**config.mk**
```make
export PLATFORM = sky130hd
export DESIGN_NAME = four_shape_waveform_generator_unit_flat
export DESIGN_NICKNAME = d
export VERILOG_FILES = /design/src/design/fswg_pkg.sv /design/src/design/fswg_if.sv /design/src/design/four_shape_waveform_generator_unit.sv /design/src/design/fswg_phase.sv /design/src/design/fswg_scale.sv /design/src/design/fswg_level.sv /design/src/flat_wrapper.sv
export SDC_FILE = /design/constraint.sdc
export NUM_CORES = 2
export LEC_CHECK = 0
export BUFFER_PORTS_ARGS = -buffer_cell sky130_fd_sc_hd__buf_2
export CAP_MARGIN = 20
export CORE_MARGIN = 3
export CORE_UTILIZATION = 40
export DETAILED_ROUTE_END_ITERATION = 10
export SYNTH_ARGS = -nofsm -noshare
export SYNTH_HDL_FRONTEND = slang
export SYNTH_SLANG_ARGS = --single-unit
```
**constraint.sdc**
```tcl
create_clock -name clk -period 18.3 [get_ports clk]
set_input_delay 0.915 -clock clk [delete_from_list [all_inputs] [get_ports clk]]
set_output_delay 0.915 -clock clk [all_outputs]
set_load 0.01 [all_outputs]
```
**src/design/fswg_pkg.sv**
```systemverilog
// fswg_pkg: shared types and constants of the four-shape waveform generator
// no dependencies; imported by every module of the block
`timescale 1ns / 1ps
`default_nettype none

package fswg_pkg;

	localparam int AMP_W = 15;
	localparam int LEVEL_W = 16;
	localparam int CODE_W = 16;
	localparam int INDEX_W = 7;
	localparam int SINE_W = 17;
	localparam int CFG_DATA_W = 16;
	localparam int CFG_IDX_W = 2;

	localparam logic [1:0] SHAPE_SINE = 2'd0;
	localparam logic [1:0] SHAPE_SQUARE = 2'd1;
	localparam logic [1:0] SHAPE_TRIANGLE = 2'd2;
	localparam logic [1:0] SHAPE_SAWTOOTH = 2'd3;

	localparam logic [CFG_IDX_W-1:0] REG_WAVE_SHAPE = 2'd0;
	localparam logic [CFG_IDX_W-1:0] REG_AMPLITUDE = 2'd1;
	localparam logic [CFG_IDX_W-1:0] REG_OFFSET = 2'd2;

	localparam logic signed [LEVEL_W-1:0] LEVEL_MAX = 16'sd32767;
	localparam logic signed [LEVEL_W-1:0] LEVEL_MIN = -16'sd32767;

	localparam longint Q30_ONE = 64'sd1073741824;
	localparam longint HALF_PI_Q30 = 64'sd1686629713;
	localparam longint TAYLOR_DENS [6] = '{156, 110, 72, 42, 20, 6};

	typedef struct packed {
		logic [1:0] shape;
		logic [AMP_W-1:0] amplitude;
		logic signed [LEVEL_W-1:0] offset;
	} cfg_t;

endpackage

`default_nettype wire

```
**src/design/fswg_if.sv**
```systemverilog
// fswg_req_if / fswg_rsp_if: valid-ready channels of the waveform generator
// depends on fswg_pkg for payload widths
`timescale 1ns / 1ps
`default_nettype none

interface fswg_req_if;
	logic valid;
	logic ready;
	logic restart;

	modport source (output valid, output restart, input ready);
	modport sink (input valid, input restart, output ready);
endinterface

interface fswg_rsp_if;
	import fswg_pkg::*;
	logic valid;
	logic ready;
	logic [INDEX_W-1:0] point_index;
	logic signed [LEVEL_W-1:0] level;
	logic [CODE_W-1:0] dac_code;
	logic period_end;
	logic clipped;

	modport source (output valid, output point_index, output level, output dac_code,
		output period_end, output clipped, input ready);
	modport sink (input valid, input point_index, input level, input dac_code,
		input period_end, input clipped, output ready);
endinterface

`default_nettype wire

```
**src/design/four_shape_waveform_generator_unit.sv**
```systemverilog
// Four-shape waveform generator, top level.
// Each request on req (restart bit) yields one response on rsp: phase index,
// saturated level, converter code, period end and clip flags.
// Shape, amplitude and offset are set through the write port (cfg_we,
// cfg_index, cfg_wdata); write them only while no request is in flight.
// A five-stage pipeline (table lookup, amplitude multiply, reciprocal
// multiply, offset and clamp, converter scaling) carries each request to its
// response. Throughput: one request per cycle while rsp is not stalled, set
// by the single pass of each stage.
// Every stage holds its own valid bit, so bubbles close up while rsp is
// stalled; req.ready drops only once all five stages hold a response.
// Reset clears the phase, the registers and all stage valid bits; the first
// response after reset is phase index zero.
// Depends on fswg_pkg, fswg_if, fswg_phase, fswg_scale and fswg_level.
`timescale 1ns / 1ps
`default_nettype none

module four_shape_waveform_generator_unit #(
	parameter int POINTS = 100,
	parameter int CODE_STEPS = 65536
) (
	input wire logic clk,
	input wire logic arst_n,
	fswg_req_if.sink req,
	fswg_rsp_if.source rsp,
	input wire logic cfg_we,
	input wire logic [fswg_pkg::CFG_IDX_W-1:0] cfg_index,
	input wire logic [fswg_pkg::CFG_DATA_W-1:0] cfg_wdata
);
	import fswg_pkg::*;

	localparam int PW = $clog2(POINTS);

	cfg_t cfg_q;

	logic v1;
	logic r1;
	logic [PW-1:0] idx1;
	logic last1;
	logic signed [SINE_W-1:0] sine1;

	logic v3;
	logic r3;
	logic [PW-1:0] idx3;
	logic last3;
	logic neg3;
	logic [15:0] term3;

	always_ff @(posedge clk or negedge arst_n) begin
		if (!arst_n) begin
			cfg_q <= '0;
		end else if (cfg_we) begin
			case (cfg_index)
				REG_WAVE_SHAPE: cfg_q.shape <= cfg_wdata[1:0];
				REG_AMPLITUDE: cfg_q.amplitude <= cfg_wdata[AMP_W-1:0];
				REG_OFFSET: cfg_q.offset <= signed'(cfg_wdata);
				default: ;
			endcase
		end
	end

	fswg_phase #(.POINTS(POINTS), .PW(PW)) u_phase (
		.clk(clk),
		.arst_n(arst_n),
		.in_valid(req.valid),
		.in_ready(req.ready),
		.restart(req.restart),
		.out_valid(v1),
		.out_ready(r1),
		.idx(idx1),
		.last(last1),
		.sine(sine1)
	);

	fswg_scale #(.POINTS(POINTS), .PW(PW)) u_scale (
		.clk(clk),
		.arst_n(arst_n),
		.cfg(cfg_q),
		.in_valid(v1),
		.in_ready(r1),
		.idx(idx1),
		.last(last1),
		.sine(sine1),
		.out_valid(v3),
		.out_ready(r3),
		.idx_o(idx3),
		.last_o(last3),
		.neg_o(neg3),
		.term_mag(term3)
	);

	fswg_level #(.CODE_STEPS(CODE_STEPS), .PW(PW)) u_level (
		.clk(clk),
		.arst_n(arst_n),
		.cfg(cfg_q),
		.in_valid(v3),
		.in_ready(r3),
		.idx(idx3),
		.last(last3),
		.neg(neg3),
		.term_mag(term3),
		.out_valid(rsp.valid),
		.out_ready(rsp.ready),
		.point_index(rsp.point_index),
		.level(rsp.level),
		.dac_code(rsp.dac_code),
		.period_end(rsp.period_end),
		.clipped(rsp.clipped)
	);

`ifndef ASSERT_OFF
	// a restart request enters stage 1 as phase zero
	a_restart_zero: assert property (@(posedge clk) disable iff (!arst_n)
		req.valid && req.ready && req.restart |=> v1 && idx1 == '0)
		else $error("restart did not give phase zero");

	// period end marks the last phase index
	a_period_end: assert property (@(posedge clk) disable iff (!arst_n)
		rsp.valid && rsp.period_end |-> rsp.point_index == INDEX_W'(POINTS - 1))
		else $error("period end on wrong index");

	// a clipped response sits at full scale
	a_clip_bound: assert property (@(posedge clk) disable iff (!arst_n)
		rsp.valid && rsp.clipped |-> rsp.level == LEVEL_MAX || rsp.level == LEVEL_MIN)
		else $error("clipped level not at full scale");
`endif

endmodule

`default_nettype wire

```
**src/design/fswg_phase.sv**
```systemverilog
// fswg_phase: phase counter and registered sine table lookup (stage 1)
// depends on fswg_pkg; table is built at elaboration from the quarter-wave polynomial
`timescale 1ns / 1ps
`default_nettype none

module fswg_phase #(
	parameter int POINTS = 100,
	parameter int PW = $clog2(POINTS)
) (
	input wire logic clk,
	input wire logic arst_n,
	input wire logic in_valid,
	output logic in_ready,
	input wire logic restart,
	output logic out_valid,
	input wire logic out_ready,
	output logic [PW-1:0] idx,
	output logic last,
	output logic signed [fswg_pkg::SINE_W-1:0] sine
);
	import fswg_pkg::*;

	typedef logic signed [SINE_W-1:0] sine_rom_t [POINTS];

	function automatic longint quarter_sine(longint r);
		longint theta;
		longint x2;
		longint p;
		longint s;
		theta = (HALF_PI_Q30 * r) / POINTS;
		x2 = (theta * theta) / Q30_ONE;
		p = Q30_ONE;
		for (int k = 0; k < 6; k++) begin
			p = Q30_ONE - ((x2 * p) / Q30_ONE) / TAYLOR_DENS[k];
		end
		s = (theta * p) / Q30_ONE;
		return (s + 16384) / 32768;
	endfunction

	function automatic logic signed [SINE_W-1:0] sine_at(longint i);
		longint q;
		longint quad;
		longint r;
		longint v;
		q = 4 * i;
		quad = q / POINTS;
		r = q % POINTS;
		case (quad % 4)
			0: v = quarter_sine(r);
			1: v = quarter_sine(POINTS - r);
			2: v = -quarter_sine(r);
			default: v = -quarter_sine(POINTS - r);
		endcase
		return SINE_W'(v);
	endfunction

	function automatic sine_rom_t build_rom();
		sine_rom_t t;
		for (int j = 0; j < POINTS; j++) begin
			t[j] = sine_at(longint'(j));
		end
		return t;
	endfunction

	localparam sine_rom_t SINE_ROM = build_rom();

	logic [PW-1:0] phase_q;
	logic [PW-1:0] idx_cur;
	logic is_last;
	logic v_s1;
	logic [PW-1:0] idx_s1;
	logic last_s1;
	logic signed [SINE_W-1:0] sine_s1;

	assign in_ready = !v_s1 || out_ready;
	assign idx_cur = restart ? '0 : phase_q;
	assign is_last = (idx_cur == PW'(POINTS - 1));

	always_ff @(posedge clk or negedge arst_n) begin
		if (!arst_n) begin
			v_s1 <= 1'b0;
			phase_q <= '0;
		end else begin
			if (in_ready) begin
				v_s1 <= in_valid;
			end
			if (in_valid && in_ready) begin
				phase_q <= is_last ? '0 : idx_cur + 1'b1;
			end
		end
	end

	always_ff @(posedge clk) begin
		if (in_valid && in_ready) begin
			idx_s1 <= idx_cur;
			last_s1 <= is_last;
			sine_s1 <= SINE_ROM[idx_cur];
		end
	end

	assign out_valid = v_s1;
	assign idx = idx_s1;
	assign last = last_s1;
	assign sine = sine_s1;

endmodule

`default_nettype wire

```
**src/design/fswg_scale.sv**
```systemverilog
// fswg_scale: shape factor times amplitude, then rounded division (stages 2 and 3)
// depends on fswg_pkg; division by the period constants is a reciprocal multiply
`timescale 1ns / 1ps
`default_nettype none

module fswg_scale #(
	parameter int POINTS = 100,
	parameter int PW = $clog2(POINTS)
) (
	input wire logic clk,
	input wire logic arst_n,
	input wire fswg_pkg::cfg_t cfg,
	input wire logic in_valid,
	output logic in_ready,
	input wire logic [PW-1:0] idx,
	input wire logic last,
	input wire logic signed [fswg_pkg::SINE_W-1:0] sine,
	output logic out_valid,
	input wire logic out_ready,
	output logic [PW-1:0] idx_o,
	output logic last_o,
	output logic neg_o,
	output logic [15:0] term_mag
);
	import fswg_pkg::*;

	localparam int H = POINTS / 2;
	localparam int IW = PW + 3;
	localparam int MW = AMP_W + 16;
	localparam int NW = 16 + $clog2(POINTS + 1);
	localparam int PRW = 2 * NW + 1;
	localparam int D2H = 2 * H;
	localparam int D2N = 2 * POINTS;
	localparam int LH = $clog2(D2H);
	localparam int LN = $clog2(D2N);
	localparam logic [63:0] MH_FULL = ((64'd1 << (NW + LH)) + 64'(D2H) - 64'd1) / 64'(D2H);
	localparam logic [63:0] MN_FULL = ((64'd1 << (NW + LN)) + 64'(D2N) - 64'd1) / 64'(D2N);
	localparam logic [NW:0] M_H = MH_FULL[NW:0];
	localparam logic [NW:0] M_N = MN_FULL[NW:0];
	localparam logic signed [IW-1:0] H_S = IW'(H);
	localparam logic signed [IW-1:0] N_S = IW'(POINTS);

	logic signed [IW-1:0] ii;
	logic signed [IW-1:0] tri_f;
	logic signed [IW-1:0] saw_f;
	logic neg_next;
	logic [15:0] fmag;

	logic v_s2;
	logic rdy_s2;
	logic [PW-1:0] idx_s2;
	logic last_s2;
	logic neg_s2;
	logic [MW-1:0] mag_s2;

	logic [NW-1:0] x_num;
	logic [NW:0] m_sel;
	logic [PRW-1:0] prod_next;
	logic [15:0] direct_next;

	logic v_s3;
	logic [PW-1:0] idx_s3;
	logic last_s3;
	logic neg_s3;
	logic [PRW-1:0] prod_s3;
	logic [15:0] direct_s3;

	// stage 2: signed shape factor and its magnitude
	assign ii = signed'(IW'(idx));
	assign tri_f = (ii < H_S) ? IW'(2 * ii - H_S) : IW'(3 * H_S - 2 * ii);
	assign saw_f = IW'(2 * ii - N_S);

	always_comb begin
		case (cfg.shape)
			SHAPE_SINE: begin
				neg_next = sine[SINE_W-1];
				fmag = 16'(sine[SINE_W-1] ? -sine : sine);
			end
			SHAPE_SQUARE: begin
				neg_next = (ii < H_S);
				fmag = 16'd1;
			end
			SHAPE_TRIANGLE: begin
				neg_next = tri_f[IW-1];
				fmag = 16'(tri_f[IW-1] ? -tri_f : tri_f);
			end
			default: begin
				neg_next = saw_f[IW-1];
				fmag = 16'(saw_f[IW-1] ? -saw_f : saw_f);
			end
		endcase
	end

	assign rdy_s2 = !v_s2 || !v_s3 || out_ready;
	assign in_ready = rdy_s2;

	// stage 3: rounded quotient, reciprocal multiply for the period divisors
	assign x_num = (cfg.shape == SHAPE_TRIANGLE) ? NW'({mag_s2, 1'b0}) + NW'(H)
		: NW'({mag_s2, 1'b0}) + NW'(POINTS);
	assign m_sel = (cfg.shape == SHAPE_TRIANGLE) ? M_H : M_N;
	assign prod_next = PRW'(x_num) * PRW'(m_sel);
	assign direct_next = (cfg.shape == SHAPE_SINE)
		? 16'(({1'b0, mag_s2} + 32'd16384) >> 15) : mag_s2[15:0];

	always_ff @(posedge clk or negedge arst_n) begin
		if (!arst_n) begin
			v_s2 <= 1'b0;
			v_s3 <= 1'b0;
		end else begin
			if (rdy_s2) begin
				v_s2 <= in_valid;
			end
			if (!v_s3 || out_ready) begin
				v_s3 <= v_s2;
			end
		end
	end

	always_ff @(posedge clk) begin
		if (in_valid && rdy_s2) begin
			idx_s2 <= idx;
			last_s2 <= last;
			neg_s2 <= neg_next;
			mag_s2 <= MW'(cfg.amplitude) * MW'(fmag);
		end
		if (v_s2 && (!v_s3 || out_ready)) begin
			idx_s3 <= idx_s2;
			last_s3 <= last_s2;
			neg_s3 <= neg_s2;
			prod_s3 <= prod_next;
			direct_s3 <= direct_next;
		end
	end

	always_comb begin
		case (cfg.shape)
			SHAPE_TRIANGLE: term_mag = 16'(prod_s3 >> (NW + LH));
			SHAPE_SAWTOOTH: term_mag = 16'(prod_s3 >> (NW + LN));
			default: term_mag = direct_s3;
		endcase
	end

	assign out_valid = v_s3;
	assign idx_o = idx_s3;
	assign last_o = last_s3;
	assign neg_o = neg_s3;

endmodule

`default_nettype wire

```
**src/design/fswg_level.sv**
```systemverilog
// fswg_level: offset, saturation and converter word (stages 4 and 5)
// depends on fswg_pkg; stage 5 is the result register
`timescale 1ns / 1ps
`default_nettype none

module fswg_level #(
	parameter int CODE_STEPS = 65536,
	parameter int PW = 7
) (
	input wire logic clk,
	input wire logic arst_n,
	input wire fswg_pkg::cfg_t cfg,
	input wire logic in_valid,
	output logic in_ready,
	input wire logic [PW-1:0] idx,
	input wire logic last,
	input wire logic neg,
	input wire logic [15:0] term_mag,
	output logic out_valid,
	input wire logic out_ready,
	output logic [fswg_pkg::INDEX_W-1:0] point_index,
	output logic signed [fswg_pkg::LEVEL_W-1:0] level,
	output logic [fswg_pkg::CODE_W-1:0] dac_code,
	output logic period_end,
	output logic clipped
);
	import fswg_pkg::*;

	localparam int HALF_STEPS = CODE_STEPS / 2;

	logic signed [17:0] term;
	logic signed [17:0] raw;
	logic signed [LEVEL_W-1:0] sat_next;
	logic clip_next;

	logic v_s4;
	logic rdy_s4;
	logic [PW-1:0] idx_s4;
	logic last_s4;
	logic signed [LEVEL_W-1:0] level_s4;
	logic clip_s4;

	logic [14:0] lmag;
	logic [31:0] scaled;
	logic [CODE_W-1:0] code_next;

	logic v_s5;
	logic [INDEX_W-1:0] idx_s5;
	logic last_s5;
	logic signed [LEVEL_W-1:0] level_s5;
	logic [CODE_W-1:0] code_s5;
	logic clip_s5;

	assign term = neg ? -signed'({2'b00, term_mag}) : signed'({2'b00, term_mag});
	assign raw = 18'(cfg.offset) + term;

	always_comb begin
		if (raw > 18'(LEVEL_MAX)) begin
			sat_next = LEVEL_MAX;
			clip_next = 1'b1;
		end else if (raw < 18'(LEVEL_MIN)) begin
			sat_next = LEVEL_MIN;
			clip_next = 1'b1;
		end else begin
			sat_next = LEVEL_W'(raw);
			clip_next = 1'b0;
		end
	end

	assign rdy_s4 = !v_s4 || !v_s5 || out_ready;
	assign in_ready = rdy_s4;

	// negative levels map below mid-scale, others at and above it
	assign lmag = 15'(level_s4[LEVEL_W-1] ? -level_s4 : level_s4);
	assign scaled = (32'(lmag) * 32'(HALF_STEPS)) >> 15;
	assign code_next = level_s4[LEVEL_W-1] ? CODE_W'(scaled)
		: CODE_W'(scaled + 32'(HALF_STEPS));

	always_ff @(posedge clk or negedge arst_n) begin
		if (!arst_n) begin
			v_s4 <= 1'b0;
			v_s5 <= 1'b0;
		end else begin
			if (rdy_s4) begin
				v_s4 <= in_valid;
			end
			if (!v_s5 || out_ready) begin
				v_s5 <= v_s4;
			end
		end
	end

	always_ff @(posedge clk) begin
		if (in_valid && rdy_s4) begin
			idx_s4 <= idx;
			last_s4 <= last;
			level_s4 <= sat_next;
			clip_s4 <= clip_next;
		end
		if (v_s4 && (!v_s5 || out_ready)) begin
			idx_s5 <= INDEX_W'(idx_s4);
			last_s5 <= last_s4;
			level_s5 <= level_s4;
			code_s5 <= code_next;
			clip_s5 <= clip_s4;
		end
	end

	assign out_valid = v_s5;
	assign point_index = idx_s5;
	assign level = level_s5;
	assign dac_code = code_s5;
	assign period_end = last_s5;
	assign clipped = clip_s5;

endmodule

`default_nettype wire

```
**src/flat_wrapper.sv**
```systemverilog
// flat-port wrapper written by rule: the top's interface ports become plain ports
module four_shape_waveform_generator_unit_flat import fswg_pkg::*;
#(
	parameter int POINTS = 100,
	parameter int CODE_STEPS = 65536
)
  (clk, arst_n, cfg_we, cfg_index, cfg_wdata, req_valid, req_restart, req_ready, rsp_valid, rsp_point_index, rsp_level, rsp_dac_code, rsp_period_end, rsp_clipped, rsp_ready);
  fswg_req_if req_i ();
  fswg_rsp_if rsp_i ();
  input wire logic clk;
  input wire logic arst_n;
  input wire logic cfg_we;
  input wire logic [fswg_pkg::CFG_IDX_W-1:0] cfg_index;
  input wire logic [fswg_pkg::CFG_DATA_W-1:0] cfg_wdata;
  input wire logic [$bits(req_i.valid)-1:0] req_valid;
  input wire logic [$bits(req_i.restart)-1:0] req_restart;
  output wire logic [$bits(req_i.ready)-1:0] req_ready;
  output wire logic [$bits(rsp_i.valid)-1:0] rsp_valid;
  output wire logic [$bits(rsp_i.point_index)-1:0] rsp_point_index;
  output wire logic [$bits(rsp_i.level)-1:0] rsp_level;
  output wire logic [$bits(rsp_i.dac_code)-1:0] rsp_dac_code;
  output wire logic [$bits(rsp_i.period_end)-1:0] rsp_period_end;
  output wire logic [$bits(rsp_i.clipped)-1:0] rsp_clipped;
  input wire logic [$bits(rsp_i.ready)-1:0] rsp_ready;
  assign req_i.valid = req_valid;
  assign req_i.restart = req_restart;
  assign req_ready = req_i.ready;
  assign rsp_valid = rsp_i.valid;
  assign rsp_point_index = rsp_i.point_index;
  assign rsp_level = rsp_i.level;
  assign rsp_dac_code = rsp_i.dac_code;
  assign rsp_period_end = rsp_i.period_end;
  assign rsp_clipped = rsp_i.clipped;
  assign rsp_i.ready = rsp_ready;
  four_shape_waveform_generator_unit #(.POINTS(POINTS), .CODE_STEPS(CODE_STEPS)) u_core (.clk(clk), .arst_n(arst_n), .req(req_i), .rsp(rsp_i), .cfg_we(cfg_we), .cfg_index(cfg_index), .cfg_wdata(cfg_wdata));
endmodule
```
# ---- Word level (Yosys, flattened, before mapping)
# Memory sizes are Yosys's and may differ from the RTL's. A register that Yosys moved wholly into a read port is not among the register bits.
# Index checks and enable logic that the tools add are counted.
dict set report word_totals {
  register_bits 231
  mem_bits_ro 2176
  inputBits 24
  out_inout_bits 43
  n_memories 1
}
# name depth width rd rd_clocked_by_memory_dff wr line
set mem_list {}
lappend mem_list {{(name not given)} 128 17 1 1 0 fswg_phase.sv:97} ;# sine_s1 <= SINE_ROM[idx_cur];
dict set report classes {
  n_addsub 14
  mul 2
  magnitude_cmp 3
  eq_ne 6
  n_mux 16
  bitwise 1
  reduce_logical 23
}
# operator n
set op_table {}
lappend op_table {{16-bit two-way mux} 5}
lappend op_table {{16-bit one-hot mux with 3 select lines} 1}
lappend op_table {{23-bit by 24-bit multiplier with 47-bit output, second input constant} 1}
lappend op_table {{16-bit one-hot mux with 2 select lines} 1}
lappend op_table {{31-bit by 15-bit adder with 31-bit output, second input constant} 1}
lappend op_table {{15-bit by 16-bit multiplier with 31-bit output} 1}
lappend op_table {{15-bit two-way mux} 2}
lappend op_table {{23-bit by 6-bit adder with 23-bit output, second input constant} 1}
lappend op_table {{23-bit by 7-bit adder with 23-bit output, second input constant} 1}
lappend op_table {{23-bit two-way mux} 1}
lappend op_table {{16-bit by 18-bit adder with 18-bit output} 1}
lappend op_table {{18-bit by 16-bit > comparator with 1-bit output, second input constant} 1}
lappend op_table {{18-bit by 16-bit less-than comparator with 1-bit output, second input constant} 1}
lappend op_table {{18-bit two-way mux} 1}
lappend op_table {{16-bit negator with 18-bit output} 1}
lappend op_table {{15-bit by 16-bit adder with 16-bit output, second input constant} 1}
lappend op_table {{10-bit negator with 16-bit output} 1}
lappend op_table {{16-bit negator} 1}
lappend op_table {{9-bit negator with 16-bit output} 1}
lappend op_table {{15-bit negator} 1}
lappend op_table {{7-bit two-way mux} 2}
lappend op_table {{10-bit two-way mux} 1}
lappend op_table {{8-bit by 6-bit subtractor with 9-bit output, second input constant} 1}
lappend op_table {{8-bit by 7-bit subtractor with 9-bit output, second input constant} 1}
lappend op_table {{other kinds (15)} 35}

# ---- Depth between registers and ports, before layout
dict set report depth {
  depth_word 7
  mapped_depth 38
  depth_no_buf 35
}

# ---- Modules after synthesis
# A second synthesis with hierarchy kept.
dict set report hier_totals {
  cells_unflattened 3125
  hier_area_um2 30578.1
}
# mod n_inst cells_each area_each_um2
set modules_own_cells {}
lappend modules_own_cells {fswg_scale 1 2233 21501.9}
lappend modules_own_cells {fswg_level 1 346 3996.3}
lappend modules_own_cells {fswg_phase 1 475 3732.3}
lappend modules_own_cells {four_shape_waveform_generator_unit 1 71 1347.5}

# ---- Worst setup path before layout
# No wires, ideal clock.
dict set report synth_timing {
  kind {reg-to-reg}
  start {register u_core.u_phase.idx_s1[2], in the netlist u_core.u_phase.idx[2]}
  end {register u_core.u_scale.mag_s2[30] (data pin)}
  setup_ns 0.260
  arrival_ns 8.346
  t_required_ns 18.040
  setup_slack_ns 9.694
  path_stages_with_launch 37
  n_path_buf 3
  synth_period_minus_slack_ns 8.606
  path_cell_list {edfxtp_1 > inv_1 > ha_1 > nand2b_1 > a31o_2 > clkbuf_1 > mux2i_1 > inv_1 > ha_1 > o21a_1 > a31oi_1 > xor2_1 > nand2b_1 > a32o_1 > clkbuf_1 > and2_1 > fa_1 > inv_1 > fa_1 > inv_1 > fa_1 > fa_1 > fa_1 > inv_1 > fa_1 > inv_1 > ha_1 > clkbuf_1 > nand3_1 > o211ai_1 > a211o_1 > a21oi_1 > o31ai_1 > o41ai_1 > o21ai_0 > a21oi_1 > xnor2_1}
}
dict set report synth_between {
  elab_chain_len 6
  word_cells_on_any_way 11
  cone_classes {add/sub: 5; mul: 1; order compare: 1; mux: 4}
}
# element line
set synth_lines {}
lappend synth_lines {{from (decl)} fswg_phase.sv:71} ;# logic [PW-1:0] idx_s1;
lappend synth_lines {{from (signal assigned)} fswg_phase.sv:95} ;# idx_s1 <= idx_cur;
lappend synth_lines {{8-bit by 8-bit subtractor with 9-bit output (tied with other cells)} fswg_scale.sv:70} ;# assign tri_f = (ii < H_S) ? IW'(2 * ii - H_S) : IW'(3 * H_S - 2 * ii);
lappend synth_lines {{10-bit two-way mux} fswg_scale.sv:70}
lappend synth_lines {{10-bit negator with 16-bit output} fswg_scale.sv:85} ;# fmag = 16'(tri_f[IW-1] ? -tri_f : tri_f);
lappend synth_lines {{16-bit two-way mux} fswg_scale.sv:85}
lappend synth_lines {{16-bit one-hot mux with 3 select lines (*)} fswg_scale.sv:74} ;# case (cfg.shape)
lappend synth_lines {{15-bit by 16-bit multiplier with 31-bit output (*)} fswg_scale.sv:124} ;# mag_s2 <= MW'(cfg.amplitude) * MW'(fmag);
lappend synth_lines {{to (signal assigned)} fswg_scale.sv:124}
lappend synth_lines {{to (decl)} fswg_scale.sv:54} ;# logic [MW-1:0] mag_s2;
# Every way passes the cells marked *; elsewhere a longest branch is shown, timed or not.
# A chain may end at the register's enable or synchronous reset.

# ---- Worst setup path after layout
dict set report layout_timing {
  start {register u_core.cfg_q[32] (netlist name)}
  end {register u_core.u_scale.prod_s3[46] (data pin)}
}
dict set report layout_between {
  elab_chain_len 3
}
# element line
set layout_lines {}
lappend layout_lines {{from (decl)} four_shape_waveform_generator_unit.sv:34} ;# cfg_t cfg_q;
lappend layout_lines {{2-bit equality test} fswg_scale.sv:98} ;# assign x_num = (cfg.shape == SHAPE_TRIANGLE) ? NW'({mag_s2, 1'b0}) + NW'(H)
lappend layout_lines {{23-bit two-way mux} fswg_scale.sv:98}
lappend layout_lines {{23-bit by 24-bit multiplier with 47-bit output} fswg_scale.sv:101} ;# assign prod_next = PRW'(x_num) * PRW'(m_sel);
lappend layout_lines {{named net u_core.u_scale.prod_next[46]} fswg_scale.sv:58} ;# logic [PRW-1:0] prod_next;
lappend layout_lines {{to (signal assigned)} fswg_scale.sv:130} ;# prod_s3 <= prod_next;
lappend layout_lines {{to (decl)} fswg_scale.sv:65} ;# logic [PRW-1:0] prod_s3;
# The timed path passes the listed nets, and every way through them passes these cells.

==> metrics.md <==
| Metric | Value |
|---|---|
| H-tree Lvls | 1 |
| Leading cell types in the layout, fill and taps excluded | inv_1, ha_1, fa_1 |
| GR Overflow Total | 0 |
| Initial DRC Count | 1,683 |
| WL/cell | roughly 18 um |
| Cell Area, Placed | 31,100 um^2 |
| Vias in the first global route | around 22,000 |
| Nets@finish | ~3,900 |
| Seq/Total Area, Yosys | between 20% and 30% |
| Clock Sinks | 217 |
| Fin. max-slew vios | 0 |
| Worst setup EP type | flop |
| Core area | 73,300 um^2 |
| Vias per cell | 5.21 |
| Final setup fails | 0 |
| Commonest non-fill, non-tap cell in the layout | inv_1 |
| Resized cells post-CTS | 0 |
| Antenna-violating nets left | 0 |
| CTS Buf Count | 24 |
| FP Rows | 99 |
| CP required | roughly 19 ns |
| Design Area, Final | 31,900 um^2 |
| RSZ-0062 raised after global routing | no |
| Crit-path slowest cell | dfrtp_2 |
| Via Count | around 21,000 |
| ANT cells | 0 |
| Post CTS Setup Buffer Count | 0 |
| CP max stage delay | 0.71 ns |
| Mapped Avg Cell Area | 9.63 um^2 |
| Area grow syn2layout | 7.15% |
| I/O pin count | 67 |
| R2r worst-path depth | 31 |
| Synthesized area | about 30,000 um^2 |
| GRT Util Overall | approximately 19% |
| Met3 usage | 2.42% |
| Met1 Use GR | between 20% and 30% |
| Clock skew | about 0.038 ns |
| Maximum fanout along the worst path | 43 |
| Crit Path Class | reg2reg |
| Initial antenna violation count | 2 |
| DIE AREA | between 70,000 and 80,000 um^2 |
| Clk slew on worst S/H paths | 0.07 ns |
| Port bufs | 66 |
| Fmax | ~100 MHz |
| Clk buf depth | 3 |
| Reported max-cap violation count | 0 |
| First-pass GRT wire length | between 100 and 150 mm |
| FF+latch count, synth | 217 |
| Chip width | between 200 and 300 um |
| Worst endpoint data arrival time | ~10 ns |
| Ys flop type | edfxtp_1 |
| DP HPWL | 59.2 mm |
| Root Driver | clkbuf_16 |
| Drt pass-1 iters | 5 |
| Setup TNS | 0 ns |
| Period utilization | 52.0% |
| Syn nets | 3,869 |
| Worst hold-check path type | in2async |
| Library cells used by synthesis | 77 |
| DRC viols | 0 |
| Post-Route WL | 74.2 mm |
| Cells after Synth | 3,087 |
| Global routing's busiest layer | met2 |
| Async set-reset flop share out of synthesis | between 20% and 30% |
| Largest net degree at the start of global routing | 49 |
| Slew margin rel. | 30.2% |
| Crit path time final | 9.52 ns |
| Final hold vios | 0 |
| Layout cell share with drive strength beyond 1 | 6.65% |
| Synth Warn # | 0 |
| RePlAce Congestion | between 0.9 and 1 |
| Status | completed |
| EDFF count, synth | 172 |
| GR Util met2 | between 30% and 40% |
| Clk_lat worst skew | 0.54 ns |
| CTS Hold Bufs | 0 |
| CP Launch Type | flop |
| Die H | 279 um |
| TritonCTS clock tree | yes |
| Initial Util | 40.6% |
| Worst-margin pin slew | around 1.0 ns |
[registers in the layout (all words and copies together), names as in the netlist, 15 cells and up]
signal and flops:
u_core.u_scale.mag_s2 31, u_core.u_level.dac_code 15, u_core.u_scale.prod_s3 17, u_core.cfg_q 33
u_core.u_phase.sine 17, u_core.u_scale.direct_s3 16, u_core.u_level.level_s4 16, u_core.u_level.level 16
[kinds of logic after synthesis]
logic type / count (synthesis) / synth area share, %
AOI/OAI and AO/OA: 488 / 10.4
xor gates and xnor gates: 147 / 4.38
adders and majority gates: 758 / 41.2
buffers and inverters: 682 / 8.69
DFF: 217 / 21.2
muxes: 68 / 2.52
and+or+nand+nor: 727 / 11.6
[critical path: cells and delay by family, from the launching register on]
family                     cells  cell delay [ns]
xor gates and xnor gates       2             0.77
buffers and inverters          6             0.62
DFF                            1             0.71
AOI/OAI and AO/OA              9             2.30
adders and majority gates      8             3.41
and+or+nand+nor                6             1.38
[routing by layer]
| metal | routed length, um | vias to the layer above |
|---|---|---|
| met5 | 0 | - |
| met4 | 1410 | 0 |
| met3 | 3990 | 107 |
| met2 | 33800 | 590 |
| met1 | 35000 | 10400 |
| li1 | - | 10100 |
[path summary, 6_finish.rpt]
path                                          start                    endpoint  slack (ns)
min reg2reg                u_core.u_scale.idx_s2[0]     u_core.u_scale.idx_o[0]        0.42
min in group clk           u_core.u_scale.idx_s2[0]     u_core.u_scale.idx_o[0]        0.42
min                                          arst_n   u_core.u_phase.phase_q[6]        0.26
max in group asynchronous                    arst_n            u_core.cfg_q[15]       17.51
max reg2reg                        u_core.cfg_q[32]  u_core.u_scale.prod_s3[46]        8.78
max                                u_core.cfg_q[32]  u_core.u_scale.prod_s3[46]        8.78
[cell usage after synthesis, drive strengths merged, types with 4 or more instances]
master / n / area share, %
a21oi: 129 / 2.2
a221oi: 5 / 0.15
a31oi: 23 / 0.48
buf: 20 / 0.33
nor3: 28 / 0.47
o21bai: 13 / 0.33
o21a: 14 / 0.35
dfrtp: 45 / 3.8
nand3b: 7 / 0.18
edfxtp: 172 / 17
o221ai: 8 / 0.24
mux2: 42 / 1.6
and4: 5 / 0.15
mux2i: 26 / 0.92
nand2b: 27 / 0.57
nor3b: 6 / 0.15
o31a: 7 / 0.21
or2: 10 / 0.21
a2111oi: 7 / 0.21
a211oi: 16 / 0.40
nor2: 126 / 1.6
ha: 389 / 16
inv: 561 / 7.1
xnor2: 82 / 2.4
a21o: 24 / 0.61
a31o: 4 / 0.12
nand3: 41 / 0.69
nand2: 292 / 3.7
nor2b: 20 / 0.42
fa: 369 / 25
a21boi: 7 / 0.18
and3: 11 / 0.23
and2: 120 / 2.5
o41ai: 5 / 0.21
nand4: 16 / 0.34
or3: 11 / 0.23
a311oi: 7 / 0.21
o21ai: 140 / 2.4
o31ai: 19 / 0.53
xor2: 65 / 1.9
clkbuf: 101 / 1.3
o22ai: 5 / 0.11
o211ai: 25 / 0.63
[cell type report]
class,count,area (um^2)
flip-flops and latches,217,6290
clock buffers,34,669
clock inverters,10,116
repair buffers,102,613
inverters,561,2110
multi-input cells,2188,20900
fillers,7203,41500
well taps,959,1200
[per-stage QoR]
step	hold WS, ns	cells	util, %	worst slack, ns
floorplan	0.400	3087	-	9.69
global placement	0.402	4025	42.3	8.69
detailed placement	0.405	4026	42.4	8.80
CTS	0.419	4070	43.4	8.75
global route	0.260	4071	43.5	8.17
finish	0.256	4071	43.5	8.78
Power is not shown: default switching activity piles up to over one toggle a cycle in this logic, so the estimate is an artifact.
